==> src/rtl/json_string_escaper_assert.svh <==
// Assertion macros for the JSON string escaper.
// Each macro checks an implication on the rising clock edge, outside of reset.
`ifndef JSON_STRING_ESCAPER_ASSERT_SVH
`define JSON_STRING_ESCAPER_ASSERT_SVH

`ifndef SYNTHESIS

// Same-cycle implication
`define JSE_ASSERT_IMPL(lbl, ante, cons, msg) \
  lbl: assert property (@(posedge clk_i) disable iff (!rst_ni) (ante) |-> (cons)) \
    else $error(msg);

// Next-cycle implication
`define JSE_ASSERT_NEXT(lbl, ante, cons, msg) \
  lbl: assert property (@(posedge clk_i) disable iff (!rst_ni) (ante) |=> (cons)) \
    else $error(msg);

`else

`define JSE_ASSERT_IMPL(lbl, ante, cons, msg)
`define JSE_ASSERT_NEXT(lbl, ante, cons, msg)

`endif

`endif

==> src/rtl/jse_pkg.sv <==
package jse_pkg;

  localparam int unsigned ByteW     = 8;
  localparam int unsigned PendDepth = 3;
  localparam int unsigned MaxEnt    = 4;

  localparam logic [7:0] CharBslash = 8'h5C;
  localparam logic [7:0] CharU      = 8'h75;
  localparam logic [7:0] CharZero   = 8'h30;
  localparam logic [7:0] CtrlLimit  = 8'h20;

  // How one entry turns into output text
  typedef enum logic [1:0] {
    KIND_RAW = 2'd0,  // byte as is
    KIND_ESC = 2'd1,  // backslash, then the stored letter
    KIND_HEX = 2'd2   // \u00xx of the stored byte
  } kind_e;

  typedef enum logic [1:0] {
    ST_IDLE = 2'b01,
    ST_EMIT = 2'b10
  } state_e;

  typedef struct packed {
    logic [ByteW-1:0] data;
    kind_e            kind;
  } entry_t;

  // Map a code point below 0x80 to its escape form
  function automatic entry_t ascii_entry(logic [ByteW-1:0] c);
    entry_t e;
    e.data = c;
    e.kind = KIND_RAW;
    unique case (c)
      8'h08: begin e.data = 8'h62; e.kind = KIND_ESC; end  // b
      8'h0C: begin e.data = 8'h66; e.kind = KIND_ESC; end  // f
      8'h0A: begin e.data = 8'h6E; e.kind = KIND_ESC; end  // n
      8'h0D: begin e.data = 8'h72; e.kind = KIND_ESC; end  // r
      8'h09: begin e.data = 8'h74; e.kind = KIND_ESC; end  // t
      8'h0B: begin e.data = 8'h76; e.kind = KIND_ESC; end  // v
      8'h22: begin e.data = 8'h22; e.kind = KIND_ESC; end  // quote
      8'h5C: begin e.data = 8'h5C; e.kind = KIND_ESC; end  // backslash
      default: begin
        if (c < CtrlLimit) begin
          e.kind = KIND_HEX;
        end
      end
    endcase
    return e;
  endfunction

  // Lowercase hex digit
  function automatic logic [ByteW-1:0] hex_digit(logic [3:0] v);
    logic [ByteW-1:0] d;
    if (v < 4'd10) begin
      d = CharZero + {4'd0, v};
    end else begin
      d = 8'h61 + {4'd0, v} - 8'd10;
    end
    return d;
  endfunction

  // Index of the last output character of an entry
  function automatic logic [2:0] entry_last_char(kind_e k);
    logic [2:0] n;
    unique case (k)
      KIND_RAW: n = 3'd0;
      KIND_ESC: n = 3'd1;
      KIND_HEX: n = 3'd5;
      default:  n = 3'd0;
    endcase
    return n;
  endfunction

endpackage

==> src/rtl/json_string_escaper.sv <==
// JSON string escaper with strict UTF-8 checking.
//
// Input channel (in_valid_i / in_ready_o): one raw byte per transaction, with
// has_byte_i = 0 for a flush-only transaction and end_of_stream_i = 1 to flush
// an unfinished UTF-8 sequence as \u00xx escapes.
// Output channel (out_valid_o / out_ready_i): one escaped text byte per
// transaction; last_of_run_o marks the final byte caused by one input.
//
// An accepted input is decoded in its accept cycle into at most four entries
// (raw byte, two-byte escape or six-byte \u00xx escape). A small sequencer then
// drives one shared character generator, one output byte per cycle while the
// receiver is ready; the first byte is offered the cycle after acceptance.
// An input yielding nothing leaves the sequencer idle. At most 24 output bytes
// come from one input; a \u00xx escape is six bytes.
// in_ready_o is high only while no output is pending.
//
// Reset clears the pending sequence and returns the sequencer to idle.
// When the receiver stalls, the current byte is held and the sequencer waits.
`include "json_string_escaper_assert.svh"

module json_string_escaper (
  input  logic       clk_i,
  input  logic       rst_ni,
  input  logic       in_valid_i,
  output logic       in_ready_o,
  input  logic [7:0] in_byte_i,
  input  logic       has_byte_i,
  input  logic       end_of_stream_i,
  output logic       out_valid_o,
  input  logic       out_ready_i,
  output logic [7:0] out_byte_o,
  output logic       last_of_run_o
);
  import jse_pkg::*;

  state_e           state_q, state_d;
  entry_t           ent_q [MaxEnt];
  entry_t           ent_d [MaxEnt];
  logic [2:0]       ent_cnt_q, ent_cnt_d;
  logic [1:0]       idx_q, idx_d;
  logic [2:0]       char_q, char_d;

  logic [ByteW-1:0] pend_q [PendDepth];
  logic [ByteW-1:0] pend_d [PendDepth];
  logic [1:0]       pcnt_q, pcnt_d;
  logic [2:0]       exp_q, exp_d;

  logic             in_fire, out_fire;
  logic [ByteW-1:0] b;
  logic [ByteW-1:0] lo, hi;
  logic             fits, complete, b_lead;
  logic [2:0]       b_len;
  logic             pk_emit, b_emit, b_store;
  kind_e            pk_kind;
  entry_t           b_ent;
  logic [2:0]       npe;
  logic [ByteW-1:0] src [MaxEnt];

  entry_t           cur;
  logic             char_last, ent_last;

  assign in_ready_o  = (state_q == ST_IDLE);
  assign out_valid_o = (state_q == ST_EMIT);
  assign in_fire     = in_valid_i && in_ready_o;
  assign out_fire    = out_valid_o && out_ready_i;
  assign b           = in_byte_i;

  // Decode the incoming transaction against the pending sequence
  always_comb begin
    lo = 8'h80;
    hi = 8'hBF;
    if (pcnt_q == 2'd1) begin
      unique case (pend_q[0])
        8'hE0:   lo = 8'hA0;
        8'hED:   hi = 8'h9F;
        8'hF0:   lo = 8'h90;
        8'hF4:   hi = 8'h8F;
        default: ;
      endcase
    end
    fits     = (b >= lo) && (b <= hi);
    complete = ((3'(pcnt_q) + 3'd1) >= exp_q);
    b_lead   = (b >= 8'hC2) && (b <= 8'hF4);
    b_len    = (b < 8'hE0) ? 3'd2 : ((b < 8'hF0) ? 3'd3 : 3'd4);

    pk_emit = 1'b0;
    pk_kind = KIND_HEX;
    b_emit  = 1'b0;
    b_store = 1'b0;
    b_ent   = '{data: b, kind: KIND_HEX};

    if (has_byte_i) begin
      if ((pcnt_q != 2'd0) && fits) begin
        pk_emit = complete || end_of_stream_i;
        b_emit  = complete || end_of_stream_i;
        b_store = !complete && !end_of_stream_i;
        if (complete) begin
          pk_kind = KIND_RAW;
          b_ent   = '{data: b, kind: KIND_RAW};
        end
      end else begin
        // fresh start, after escaping a broken sequence if there is one
        pk_emit = (pcnt_q != 2'd0);
        if (b < 8'h80) begin
          b_emit = 1'b1;
          b_ent  = ascii_entry(b);
        end else if (b_lead) begin
          b_emit = end_of_stream_i;
        end else begin
          b_emit = 1'b1;
        end
      end
    end else begin
      pk_emit = end_of_stream_i && (pcnt_q != 2'd0);
    end

    // Pending state update
    pend_d = pend_q;
    pcnt_d = pcnt_q;
    exp_d  = exp_q;
    if (has_byte_i || end_of_stream_i) begin
      if (b_store) begin
        pend_d[pcnt_q] = b;
        pcnt_d         = pcnt_q + 2'd1;
      end else if (has_byte_i && !((pcnt_q != 2'd0) && fits) && b_lead
                   && !end_of_stream_i) begin
        pend_d[0] = b;
        pcnt_d    = 2'd1;
        exp_d     = b_len;
      end else if (has_byte_i || pcnt_q != 2'd0) begin
        for (int j = 0; j < PendDepth; j++) begin
          pend_d[j] = '0;
        end
        pcnt_d = 2'd0;
        exp_d  = 3'd0;
      end
    end

    // Entry list: emitted pending bytes, then the new byte
    for (int j = 0; j < PendDepth; j++) begin
      src[j] = pend_q[j];
    end
    src[MaxEnt-1] = '0;
    npe = pk_emit ? 3'(pcnt_q) : 3'd0;
    for (int j = 0; j < MaxEnt; j++) begin
      if (3'(j) < npe) begin
        ent_d[j] = '{data: src[j], kind: pk_kind};
      end else begin
        ent_d[j] = b_ent;
      end
    end
    ent_cnt_d = npe + 3'(b_emit);
  end

  // Shared character generator
  always_comb begin
    cur = ent_q[idx_q];
    unique case (cur.kind)
      KIND_RAW: out_byte_o = cur.data;
      KIND_ESC: out_byte_o = (char_q == 3'd0) ? CharBslash : cur.data;
      KIND_HEX: begin
        unique case (char_q)
          3'd0:    out_byte_o = CharBslash;
          3'd1:    out_byte_o = CharU;
          3'd2:    out_byte_o = CharZero;
          3'd3:    out_byte_o = CharZero;
          3'd4:    out_byte_o = hex_digit(cur.data[7:4]);
          default: out_byte_o = hex_digit(cur.data[3:0]);
        endcase
      end
      default:  out_byte_o = cur.data;
    endcase
    char_last     = (char_q == entry_last_char(cur.kind));
    ent_last      = ((3'(idx_q) + 3'd1) == ent_cnt_q);
    last_of_run_o = char_last && ent_last;
  end

  // Sequencer
  always_comb begin
    state_d = state_q;
    idx_d   = idx_q;
    char_d  = char_q;
    unique case (state_q)
      ST_IDLE: begin
        if (in_fire && (ent_cnt_d != 3'd0)) begin
          state_d = ST_EMIT;
          idx_d   = 2'd0;
          char_d  = 3'd0;
        end
      end
      ST_EMIT: begin
        if (out_fire) begin
          if (char_last) begin
            char_d = 3'd0;
            if (ent_last) begin
              state_d = ST_IDLE;
            end else begin
              idx_d = idx_q + 2'd1;
            end
          end else begin
            char_d = char_q + 3'd1;
          end
        end
      end
      default: state_d = ST_IDLE;
    endcase
  end

  always_ff @(posedge clk_i or negedge rst_ni) begin
    if (!rst_ni) begin
      state_q   <= ST_IDLE;
      idx_q     <= 2'd0;
      char_q    <= 3'd0;
      ent_cnt_q <= 3'd0;
      pcnt_q    <= 2'd0;
      exp_q     <= 3'd0;
      for (int j = 0; j < PendDepth; j++) begin
        pend_q[j] <= '0;
      end
    end else begin
      state_q <= state_d;
      idx_q   <= idx_d;
      char_q  <= char_d;
      if (in_fire) begin
        ent_cnt_q <= ent_cnt_d;
        pcnt_q    <= pcnt_d;
        exp_q     <= exp_d;
        pend_q    <= pend_d;
      end
    end
  end

  // Entry payload, loaded per input transaction
  always_ff @(posedge clk_i) begin
    if (in_fire) begin
      ent_q <= ent_d;
    end
  end

  // Checks
  `JSE_ASSERT_IMPL(a_no_overlap, out_valid_o, !in_ready_o, "input taken while output pending")
  `JSE_ASSERT_IMPL(a_idx_range, out_valid_o, ent_cnt_q > 3'(idx_q), "entry index out of range")
  `JSE_ASSERT_IMPL(a_pend_short, pcnt_q != 2'd0, 3'(pcnt_q) < exp_q, "pending sequence overfull")
  `JSE_ASSERT_NEXT(a_run_done, out_valid_o && out_ready_i && last_of_run_o, in_ready_o, "not idle after last byte")

endmodule

==> config.mk <==
export PLATFORM = sky130hd
export DESIGN_NAME = json_string_escaper
export DESIGN_NICKNAME = d
export VERILOG_FILES = /design/src/rtl/jse_pkg.sv /design/src/rtl/json_string_escaper.sv
export VERILOG_INCLUDE_DIRS = /design/src /design/src/rtl
export SDC_FILE = /design/constraint.sdc
export NUM_CORES = 1
export LEC_CHECK = 0
export BUFFER_PORTS_ARGS = -buffer_cell sky130_fd_sc_hd__buf_4
export CAP_MARGIN = 25
export CORE_AREA = 2 2 92 139
export DETAILED_ROUTE_END_ITERATION = 8
export DIE_AREA = 0 0 94 141
export PLACE_DENSITY = 0.56
export SYNTH_ARGS = -nofsm -noshare
export SYNTH_HDL_FRONTEND = slang
export SYNTH_SLANG_ARGS = --single-unit
==> constraint.sdc <==
create_clock -name clk_i -period 10.4 [get_ports clk_i]
set_input_delay 0 -clock clk_i [delete_from_list [all_inputs] [get_ports clk_i]]
set_output_delay 0 -clock clk_i [all_outputs]
set_load 0.01 [all_outputs]
### Word level (Yosys, flattened, before mapping)

Cells that the tools add are included.

| word-level totals | value |
|---|---|
| flip-flop bits (word level) | 79 |
| input port bits | 14 |
| output and inout port bits | 11 |
| word-level logic and storage cells | 177 |

| cells by class | value |
|---|---|
| add/sub/neg operators | 12 |
| order comparisons | 18 |
| equality and inequality tests | 29 |
| multiplexer cells | 64 |
| bitwise operators | 3 |
| reduce and logical (&&, ||, !) cells | 34 |

Operator list:

| operator | number |
|---|---|
| $mux 10 | 8 |
| $pmux 8 s8 | 1 |
| $eq 8x4->1 const B | 6 |
| $mux 24 | 2 |
| $mux 8 | 6 |
| $mux 2 | 19 |
| $eq 8x8->1 const B | 4 |
| $pmux 8 s4 | 1 |
| $bwmux 24 | 1 |
| $lt 8x8->1 const B | 3 |
| $pmux 6 s2 | 2 |
| $mux 3 | 7 |
| $bmux 10 s2 | 1 |
| $add 7x4->8 const A | 2 |
| $demux 8 s2 | 1 |
| $mux 16 | 1 |
| $pmux 8 s2 | 1 |
| $sub 8x4->8 const B | 2 |
| $add 6x4->7 const A | 2 |
| $logic_and 1x1->1 | 13 |
| $pmux 3 s2 | 2 |
| $reduce_and 4->1 | 3 |
| $eq 8x6->1 const B | 1 |
| $eq 8x7->1 const B | 1 |
| 37 further kinds | 70 |

### Longest topological paths before layout

Gate-level depths: netlist of run 1.

| logic depth | value |
|---|---|
| depth after elaboration | 14 |
| depth in mapped cells | 21 |
| gate-level depth less buffers | 21 |

### Worst setup path after synthesis of run 1

Ideal clock, no wire load.

| path | value |
|---|---|
| path kind | register -> register |
| start point | register pcnt_q[1] |
| end point | register idx_q[1] |
| library setup time | 0.120 ns |
| arrival time | 4.140 ns |
| data required time | 10.280 ns |
| setup slack | 6.140 ns |
| stages on the path, launching flop included | 20 |
| buffers on the path | 0 |
| clock period less this slack | 4.260 ns |
| path through | dfrtp_1 -> inv_1 -> ha_1 -> nor2b_1 -> nand4_1 -> nor3b_1 -> ha_1 -> a21o_2 -> o22a_2 -> a211o_2 -> or3_4 -> and3b_2 -> ha_1 -> ha_1 -> o31ai_1 -> a22oi_1 -> nor2b_1 -> nand2_1 -> a21oi_1 -> a31o_2 |

| between the ends | value |
|---|---|
| word-level cells in the longest chain between the ends | 13 |
| elaborated cells on any way between the ends | 22 |
| those cells by class | 2 x add/sub; 3 x order compare; 2 x eq/ne; 7 x mux; 8 x reduce/logical |

RTL lines:

| what | line | source |
|---|---|---|
| start, declared | json_string_escaper.sv:45 | `logic [1:0] pcnt_q, pcnt_d;` |
| start signal, assigned | json_string_escaper.sv:226 | `pcnt_q <= pcnt_d;` |
| $eq 2x1->1 | json_string_escaper.sv:72 | `if (pcnt_q == 2'd1) begin` |
| $mux 8 / $mux 6 (equally long branches) | json_string_escaper.sv:72 |  |
| $ge 8x8->1 / $le 8x8->1 (equally long branches) | json_string_escaper.sv:81 | `fits = (b >= lo) && (b <= hi);` |
| $logic_and 1x1->1 | json_string_escaper.sv:81 |  |
| $logic_and 1x1->1 | json_string_escaper.sv:93 | `if ((pcnt_q != 2'd0) && fits) begin` |
| $mux 1 | json_string_escaper.sv:93 |  |
| $mux 1 | json_string_escaper.sv:92 | `if (has_byte_i) begin` |
| $mux 2 | json_string_escaper.sv:144 | `npe = pk_emit ? 3'(pcnt_q) : 3'd0;` |
| $add 2x1->3 * | json_string_escaper.sv:152 | `ent_cnt_d = npe + 3'(b_emit);` |
| net ent_cnt_d[1] | json_string_escaper.sv:39 | `logic [2:0] ent_cnt_q, ent_cnt_d;` |
| $reduce_bool 3->1 * | json_string_escaper.sv:185 | `if (in_fire && (ent_cnt_d != 3'd0)) begin` |
| $logic_and 1x1->1 * | json_string_escaper.sv:185 |  |
| $ne 2x1->1 (no line) * | -- |  |
| $reduce_and 5->1 (no line) * | -- |  |
| end signal, assigned | json_string_escaper.sv:222 | `idx_q <= idx_d;` |
| end, declared | json_string_escaper.sv:40 | `logic [1:0] idx_q, idx_d;` |

Mark *: on every way through the listed nets, which the timed path passes. The rest lies on a longest branch.
A chain may end at the register's enable or synchronous reset.

### Final worst setup path of run 1

| path | value |
|---|---|
| start point | register pcnt_q[1] |
| end point | register state_q[0] |

| between the ends | value |
|---|---|
| word-level cells in the longest chain between the ends | 13 |
| elaborated cells on any way between the ends | 22 |
| those cells by class | 2 x add/sub; 3 x order compare; 2 x eq/ne; 7 x mux; 8 x reduce/logical |

RTL lines:

| what | line | source |
|---|---|---|
| $eq 2x1->1 | json_string_escaper.sv:72 |  |
| $mux 8 / $mux 6 (equally long branches) | json_string_escaper.sv:72 |  |
| $ge 8x8->1 / $le 8x8->1 (equally long branches) | json_string_escaper.sv:81 |  |
| $logic_and 1x1->1 | json_string_escaper.sv:81 |  |
| $logic_and 1x1->1 | json_string_escaper.sv:93 |  |
| $mux 1 | json_string_escaper.sv:93 |  |
| $mux 1 | json_string_escaper.sv:92 |  |
| $mux 2 | json_string_escaper.sv:144 |  |
| $add 2x1->3 * | json_string_escaper.sv:152 |  |
| net ent_cnt_d[1] | json_string_escaper.sv:39 |  |
| $reduce_bool 3->1 * | json_string_escaper.sv:185 |  |
| $logic_and 1x1->1 * | json_string_escaper.sv:185 |  |
| $ne 2x1->1 (no line) * | -- |  |
| $reduce_and 4->1 (no line) * | -- |  |
| end signal, assigned | json_string_escaper.sv:221 | `state_q <= state_d;` |
| end, declared | json_string_escaper.sv:36 | `state_e state_q, state_d;` |

Marked as above.

==> results of run 1 <==
==> flip-flops by register name (all words and copies together), names as in the netlist <==
register,flops
char_q,3
ent_cnt_q,3
ent_q,40
exp_q,3
idx_q,2
pcnt_q,2
pend_q,24
state_q,2
==> repair_timing <==
item,in CTS,in global routing
hold buffers,5,0
setup endpoints to repair,0,0
endpoints found under the hold margin,44,0
==> cells in the final DEF (no fill, tap or decap), types with 3 or more instances in the layout <==
cell           netlist  routed
a211oi_1             4       4
a21oi_1             15      15
a22o_1               6       6
a22o_2              12      12
a31oi_1              3       3
and2_1               3       3
and3_1               3       3
buf_4                4      26
clkbuf_16            0       9
clkinvlp_4           0       3
dfrtp_1             38      38
dlygate4sd3_1        0       5
edfxtp_1            40      40
ha_1                23      23
inv_1               23      23
mux2_2              23      23
mux4_2              10      10
nand2_1             53      53
nand2b_1             5       5
nand3_1              8       8
nor2_1              25      25
nor2b_1             12      12
nor3_1               8       8
nor4_1               5       5
o21ai_0             25      25
o31ai_1              3       3
o32ai_1              3       3
o41ai_1              3       3
xnor2_1              4       4
==> area by class of cell <==
cell class / instances / area, um^2
fillers: 1179 / 6830
multi-input cells: 309 / 2380
flip-flops and latches: 79 / 2180
repair buffers: 31 / 245
clock buffers: 9 / 225
well taps: 156 / 195
inverters: 23 / 86.3
clock inverters: 7 / 56.3
==> kinds of logic after synthesis <==
group	count (synthesis)	share of synthesized area [%]
flip-flops	79	46.0
buffers and inverters	40	3.62
adder cells (fa/ha/maj)	23	6.08
AND/OR/NAND/NOR	143	15.8
multiplexers	34	10.5
XOR/XNOR	6	1.11
AO/OA/AOI/OAI	103	16.9
==> worst paths after layout <==
check	start	to	slack [ns]	depth (start not counted)
min	in_byte_i[1]	pend_q[17]	0.02	2
min in group asynchronous	rst_ni	pend_q[11]	0.20	2
max reg2reg	pcnt_q[1]	state_q[0]	5.64	20
max	pcnt_q[1]	state_q[0]	5.64	20
max in group asynchronous	rst_ni	pcnt_q[0]	9.81	2
min reg2reg	exp_q[1]	exp_q[1]	0.48	1
==> worst max-delay path, stage by stage (launching register included) <==
cell and delay [ns]:
dfrtp_1 0.40, inv_1 0.23, ha_1 0.31, nor2b_1 0.19
nand4_1 0.13, nor3_1 0.26, and3_1 0.21, ha_1 0.12
nand4_1 0.09, o22a_2 0.26, a211o_2 0.32, or3_4 0.39
and3b_2 0.22, ha_1 0.20, ha_1 0.32, o31ai_1 0.27
a22oi_1 0.14, nor2b_1 0.19, a21boi_0 0.13, o21ai_0 0.25
inv_1 0.07
==> power by group through the flow <==
stage	logic (W)	clock network, W	registers [W]
floorplan	0.000281	0	0.000415
global placement	0.000410	0	0.000431
detailed placement	0.000412	0	0.000433
CTS	0.000415	0.000301	0.000427
global route	0.000454	0.000313	0.000433
finish	0.000415	0.000295	0.000426
==> metal layers <==
layer	up-vias	GRT usage, %	wire, um	share of wire [%]
li1	1639	-	-	-
met1	1669	21.5	4730	41
met2	77	33.2	6230	54
met3	17	2.94	388	3.4
met4	0	6.41	206	1.8
met5	-	0	0	0
==> stage by stage <==
stage	area (um^2)	utilization, %	hold slack, ns	worst slack (ns)
6_report	5370	44.0	0.0189	5.64
5_1_grt	5370	44.0	0.0205	5.29
4_1_cts	5370	44.0	0.0117	5.66
3_5_place_dp	5040	41.3	0.0277	5.67
3_3_place_gp	5040	41.3	0.0200	5.82
2_1_floorplan	4730	-	-0.296	6.14
==> qor.csv, run 1 <==
metric,value,unit
outcome,"finished, final reports clean",
setup bufs post-CTS,0,
Routed WL,11.6,mm
syn_area_per_cell,11.1,um^2
Post-Place Cells,593,
Main synth FF type,edfxtp_1,
grt ovf,0,
"Slew Viols, Final",0,
"area leader, netlist",edfxtp_1,
Unique masters post-synth,70,
Synthesized Nets,465,
Antenna Cells,0,
Hold WC Path Type,input port to register,
Fin. Hold Viols,0,
Total GRT Usage,18.3,%
CP endpoint kind,register,
Seq pwr share,37.5,%
area grow syn2layout,13.5,%
Slew headroom,38.0,%
Cell Pwr Density,212,mW/mm^2
Initial Util,38.8,%
Root Buffer,clkbuf_16,
max-cap viol count,0,
die extent in x,94,um
DRT Pass-1 Iters,7,
RSZ-0062 raised after global routing,no,
layout cells sized above 1,24.2,%
DR vias/cell,5.54,
Final min period,4.76,ns
combinational fraction of design power,36.6,%
switching pwr,0.000415,W
switching part of the total,36.6,%
CTS tree,yes,
total CTS buffers,9,
worst setup path category,register to register,
Least-Margin Pin Slew,0.930,ns
synthesized flop and latch total,79,
fin cells,614,
Detailed Place HPWL,8.65,mm
pin count of the biggest net entering global routing,51,
CP Max Fanout,6,
YS warnings,0,
Final Wtd Congestion,0.836,
Critical Path Source Type,register,
post-route ant nets,0,
std cell rows,50,
TNS Setup,0,ns
maximum resistive drop on vdd,0.000101,V
total vias in the final route,3402,
register area share after synthesis,46.0,%
Area contributors post-synth,"edfxtp_1 (25%), dfrtp_1 (20%), ha_1 (6.1%), mux2_2 (5.5%), mux4_2 (4.8%)",
Final Skew,0.00543,ns
fmax,210,MHz
Post-Synthesis Cells,428,
Port Buffers,24,
"Async S/R FF share, synth",49.4,%
maximum clock path buffer count,2,
post-synthesis cell area,0.00473,mm^2
initial antenna violation count,0,
initial drt markers,236,
final setup vio count,0,
Worst Path Required,10.66,ns
Pint,0.000721,W
Nets,490,
Worst Path Arrival,5.02,ns
vias in the first global route,3432,
Final period util,45.8,%
global-route wire length before repair,18.4,mm
Post-route DRC,0,
leak pwr,2.16,nW
die area,0.0133,mm^2
Skew-Pair Late Insertion Delay,0.33,ns
Die Ht,141,um
clock power share,26.0,%
post_cts resized,0,
DR WL/cell,18.8,um
number of synthesized flops with an enable pin,40,
CTS Sinks,79,
area of the core,0.0122,mm^2
clock-pin slew on the worst setup and hold paths,0.06,ns
synth cell count leaders,"nand2_1 (53), edfxtp_1 (40), dfrtp_1 (38)",
top-area cell type share of the netlist area,25.4,%
Power Total,0.00114,W
"count leader, synth",nand2_1,
IO Pins,25,
htree depth,3,
Note: power is estimated with default switching activity, not from simulation.
==> run 2: changes to the inputs <==
- clock period: 10.4 -> 4.8 ns (I/O delays scaled with it)
==> qor.csv, run 2 (synthesis results as in run 1) <==
metric,value,unit,change
DR WL/cell,18.6,um,was 18.8 um
final setup vio count,0,,unchanged
fin cells,616,,was 614
DRT Pass-1 Iters,4,,was 7
DR vias/cell,5.57,,was 5.54
Final Wtd Congestion,0.836,,about the same
register area,0.00218,mm^2,about the same
total CTS buffers,9,,unchanged
leak pwr,2.17,nW,was 2.16 nW
initial antenna violation count,0,,unchanged
Detailed Place HPWL,8.62,mm,was 8.65 mm
Final period util,93.4,%,was 45.8%
die area,0.0133,mm^2,unchanged
Nets,492,,was 490
initial drt markers,286,,was 236
"commonest non-fill, non-tap cell in the layout",nand2_1,,unchanged
Fin. Hold Viols,0,,unchanged
setup bufs post-CTS,0,,unchanged
CP endpoint kind,register,,unchanged
Antenna Cells,0,,unchanged
Final min period,4.48,ns,was 4.76 ns
outcome,"finished, final reports clean",,unchanged
Skew-Pair Late Insertion Delay,0.33,ns,about the same
Critical Path Slowest Stage Cell,dfrtp_1,,unchanged
max reg flops,40,,unchanged
htree depth,3,,unchanged
crit-path cells,"inv_1, ha_2, nor2b_1, nand4_1, nor3b_1, ha_1, a21o_2, o22a_2, a211o_2, or3_4, and3b_2, ha_1, ha_1, o31ai_1, a22oi_1, nor2b_1, a21boi_0, o21ai_0, inv_1",,"was inv_1, ha_1, nor2b_1, nand4_1, nor3_1, and3_1, ha_1, nand4_1, o22a_2, a211o_2, or3_4, and3b_2, ha_1, ha_1, o31ai_1, a22oi_1, nor2b_1, a21boi_0, o21ai_0, inv_1"
Power Total,0.00245,W,was 0.00114 W
most frequent CP cell,ha_1,,unchanged
most frequent cells in the layout,"nand2_1 (53), edfxtp_1 (40), dfrtp_1 (37)",,"was nand2_1 (53), edfxtp_1 (40), dfrtp_1 (38)"
pre-CTS worst setup slack,0.196,ns,was 5.67 ns
Final Skew,0.00537,ns,was 0.00543 ns
CTS Sinks,79,,unchanged
CP bufs+invs,2,,unchanged
fin util,44.2,%,was 44.0%
global-route wire length before repair,18.4,mm,unchanged
Post-route DRC,0,,unchanged
Slew headroom,37.9,%,was 38.0%
Critical Path Source Type,register,,unchanged
post-route ant nets,0,,unchanged
Total GRT Usage,18.4,%,was 18.3%
Worst Path Required,5.06,ns,was 10.66 ns
vias in the first global route,3431,,was 3432
area of the core,0.0122,mm^2,unchanged
layout cells sized above 1,25.0,%,was 24.2%
IO Pins,25,,unchanged
maximum clock path buffer count,2,,unchanged
clock-pin slew on the worst setup and hold paths,0.06,ns,about the same
"Slew Viols, Final",0,,unchanged
area grow syn2layout,13.8,%,was 13.5%
Routed WL,11.4,mm,was 11.6 mm
Largest Register,ent_q,,unchanged
pin count of the biggest net entering global routing,51,,unchanged
CP Max Fanout,5,,was 6
CTS tree,yes,,unchanged
Regs by FF count,"ent_q: 40 flops, pend_q: 24 flops",,unchanged
CP top delay family,compound AO/OA/AOI/OAI gates,,was simple AND/OR/NAND/NOR gates
die extent in x,94,um,unchanged
Cell Pwr Density,455,mW/mm^2,was 212 mW/mm^2
max-cap viol count,0,,unchanged
maximum resistive drop on vdd,0.000189,V,was 0.000101 V
Worst Path Arrival,4.74,ns,was 5.02 ns
Die Ht,141,um,unchanged
std cell rows,50,,unchanged
Fin Hold WS,0.0196,ns,was 0.0189 ns
Hold WC Path Type,input port to register,,unchanged
multi-input logic area,0.00239,mm^2,was 0.00238 mm^2
CP peak stage delay,0.40,ns,about the same
Port Buffers,24,,unchanged
grt ovf,0,,unchanged
worst setup path category,register to register,,unchanged
fmax,223,MHz,was 210 MHz
total vias in the final route,3432,,was 3402
Least-Margin Pin Slew,0.926,ns,was 0.930 ns
Post-Place Cells,595,,was 593
Initial Util,38.8,%,unchanged
Root Buffer,clkbuf_16,,unchanged
Filler cells,1179,,unchanged
Final WS setup,0.317,ns,was 5.64 ns
run 2: metrics by stage:
step	setup TNS [ns]	area [um^2]
2_1_floorplan	0	4730
3_3_place_gp	0	5050
3_5_place_dp	0	5050
4_1_cts	0	5380
5_1_grt	-0.00591	5390
6_report	0	5390
run 2: timing repair:
action,in CTS,in global routing
gates resized for setup,0,3
endpoints found under the hold margin,44,0
hold buffers,5,0
setup endpoints to repair,0,4
run 2: metal layers:
| layer | GRT usage, % | share of wire, % | vias to the layer above | wire length (um) |
|---|---|---|---|---|
| met2 | 32.4 | 53 | 95 | 6090 |
| met1 | 21.5 | 40 | 1663 | 4590 |
| li1 | - | - | 1648 | - |
| met4 | 8.92 | 3.6 | 0 | 407 |
| met3 | 2.67 | 3.0 | 26 | 344 |
| met5 | 0 | 0 | - | 0 |
run 2: path summary, 6_finish.rpt:
path / start / end / slack [ns] / cells after the start
max in group asynchronous: rst_ni / pcnt_q[0] / 4.19 / 2
min: in_byte_i[0] / pend_q[8] / 0.02 / 2
max reg2reg: pcnt_q[1] / state_q[0] / 0.32 / 19
min reg2reg: exp_q[1] / exp_q[1] / 0.48 / 1
max: pcnt_q[1] / state_q[0] / 0.32 / 19
min in group asynchronous: rst_ni / char_q[1] / 0.20 / 2
run 2: worst register-to-register path, delay by kind of cell, from the launching register on:
| family | cells | cell delay, ns |
|---|---|---|
| AOI/OAI and AO/OA | 7 | 1.52 |
| buffers and inverters | 2 | 0.15 |
| adders and majority gates | 4 | 1.01 |
| and+or+nand+nor | 6 | 1.34 |
| DFF | 1 | 0.40 |
run 2: report_power, final:
group	switching [W]	leakage, nW	internal (W)
Clock	0.000269	0.132	0.000363
Combinational	0.000550	1.13	0.000361
Sequential	0.0000616	0.910	0.000849
Total	0.000881	2.17	0.00157
run 2: cell type report:
| type | count | share of cell area, % |
|---|---|---|
| well taps | 156 | 3.62 |
| inverters | 23 | 1.60 |
| clock buffers | 11 | 4.50 |
| repair buffers | 33 | 4.83 |
| clock inverters | 5 | 0.627 |
| multi-input cells | 309 | 44.4 |
| flip-flops and latches | 79 | 40.4 |
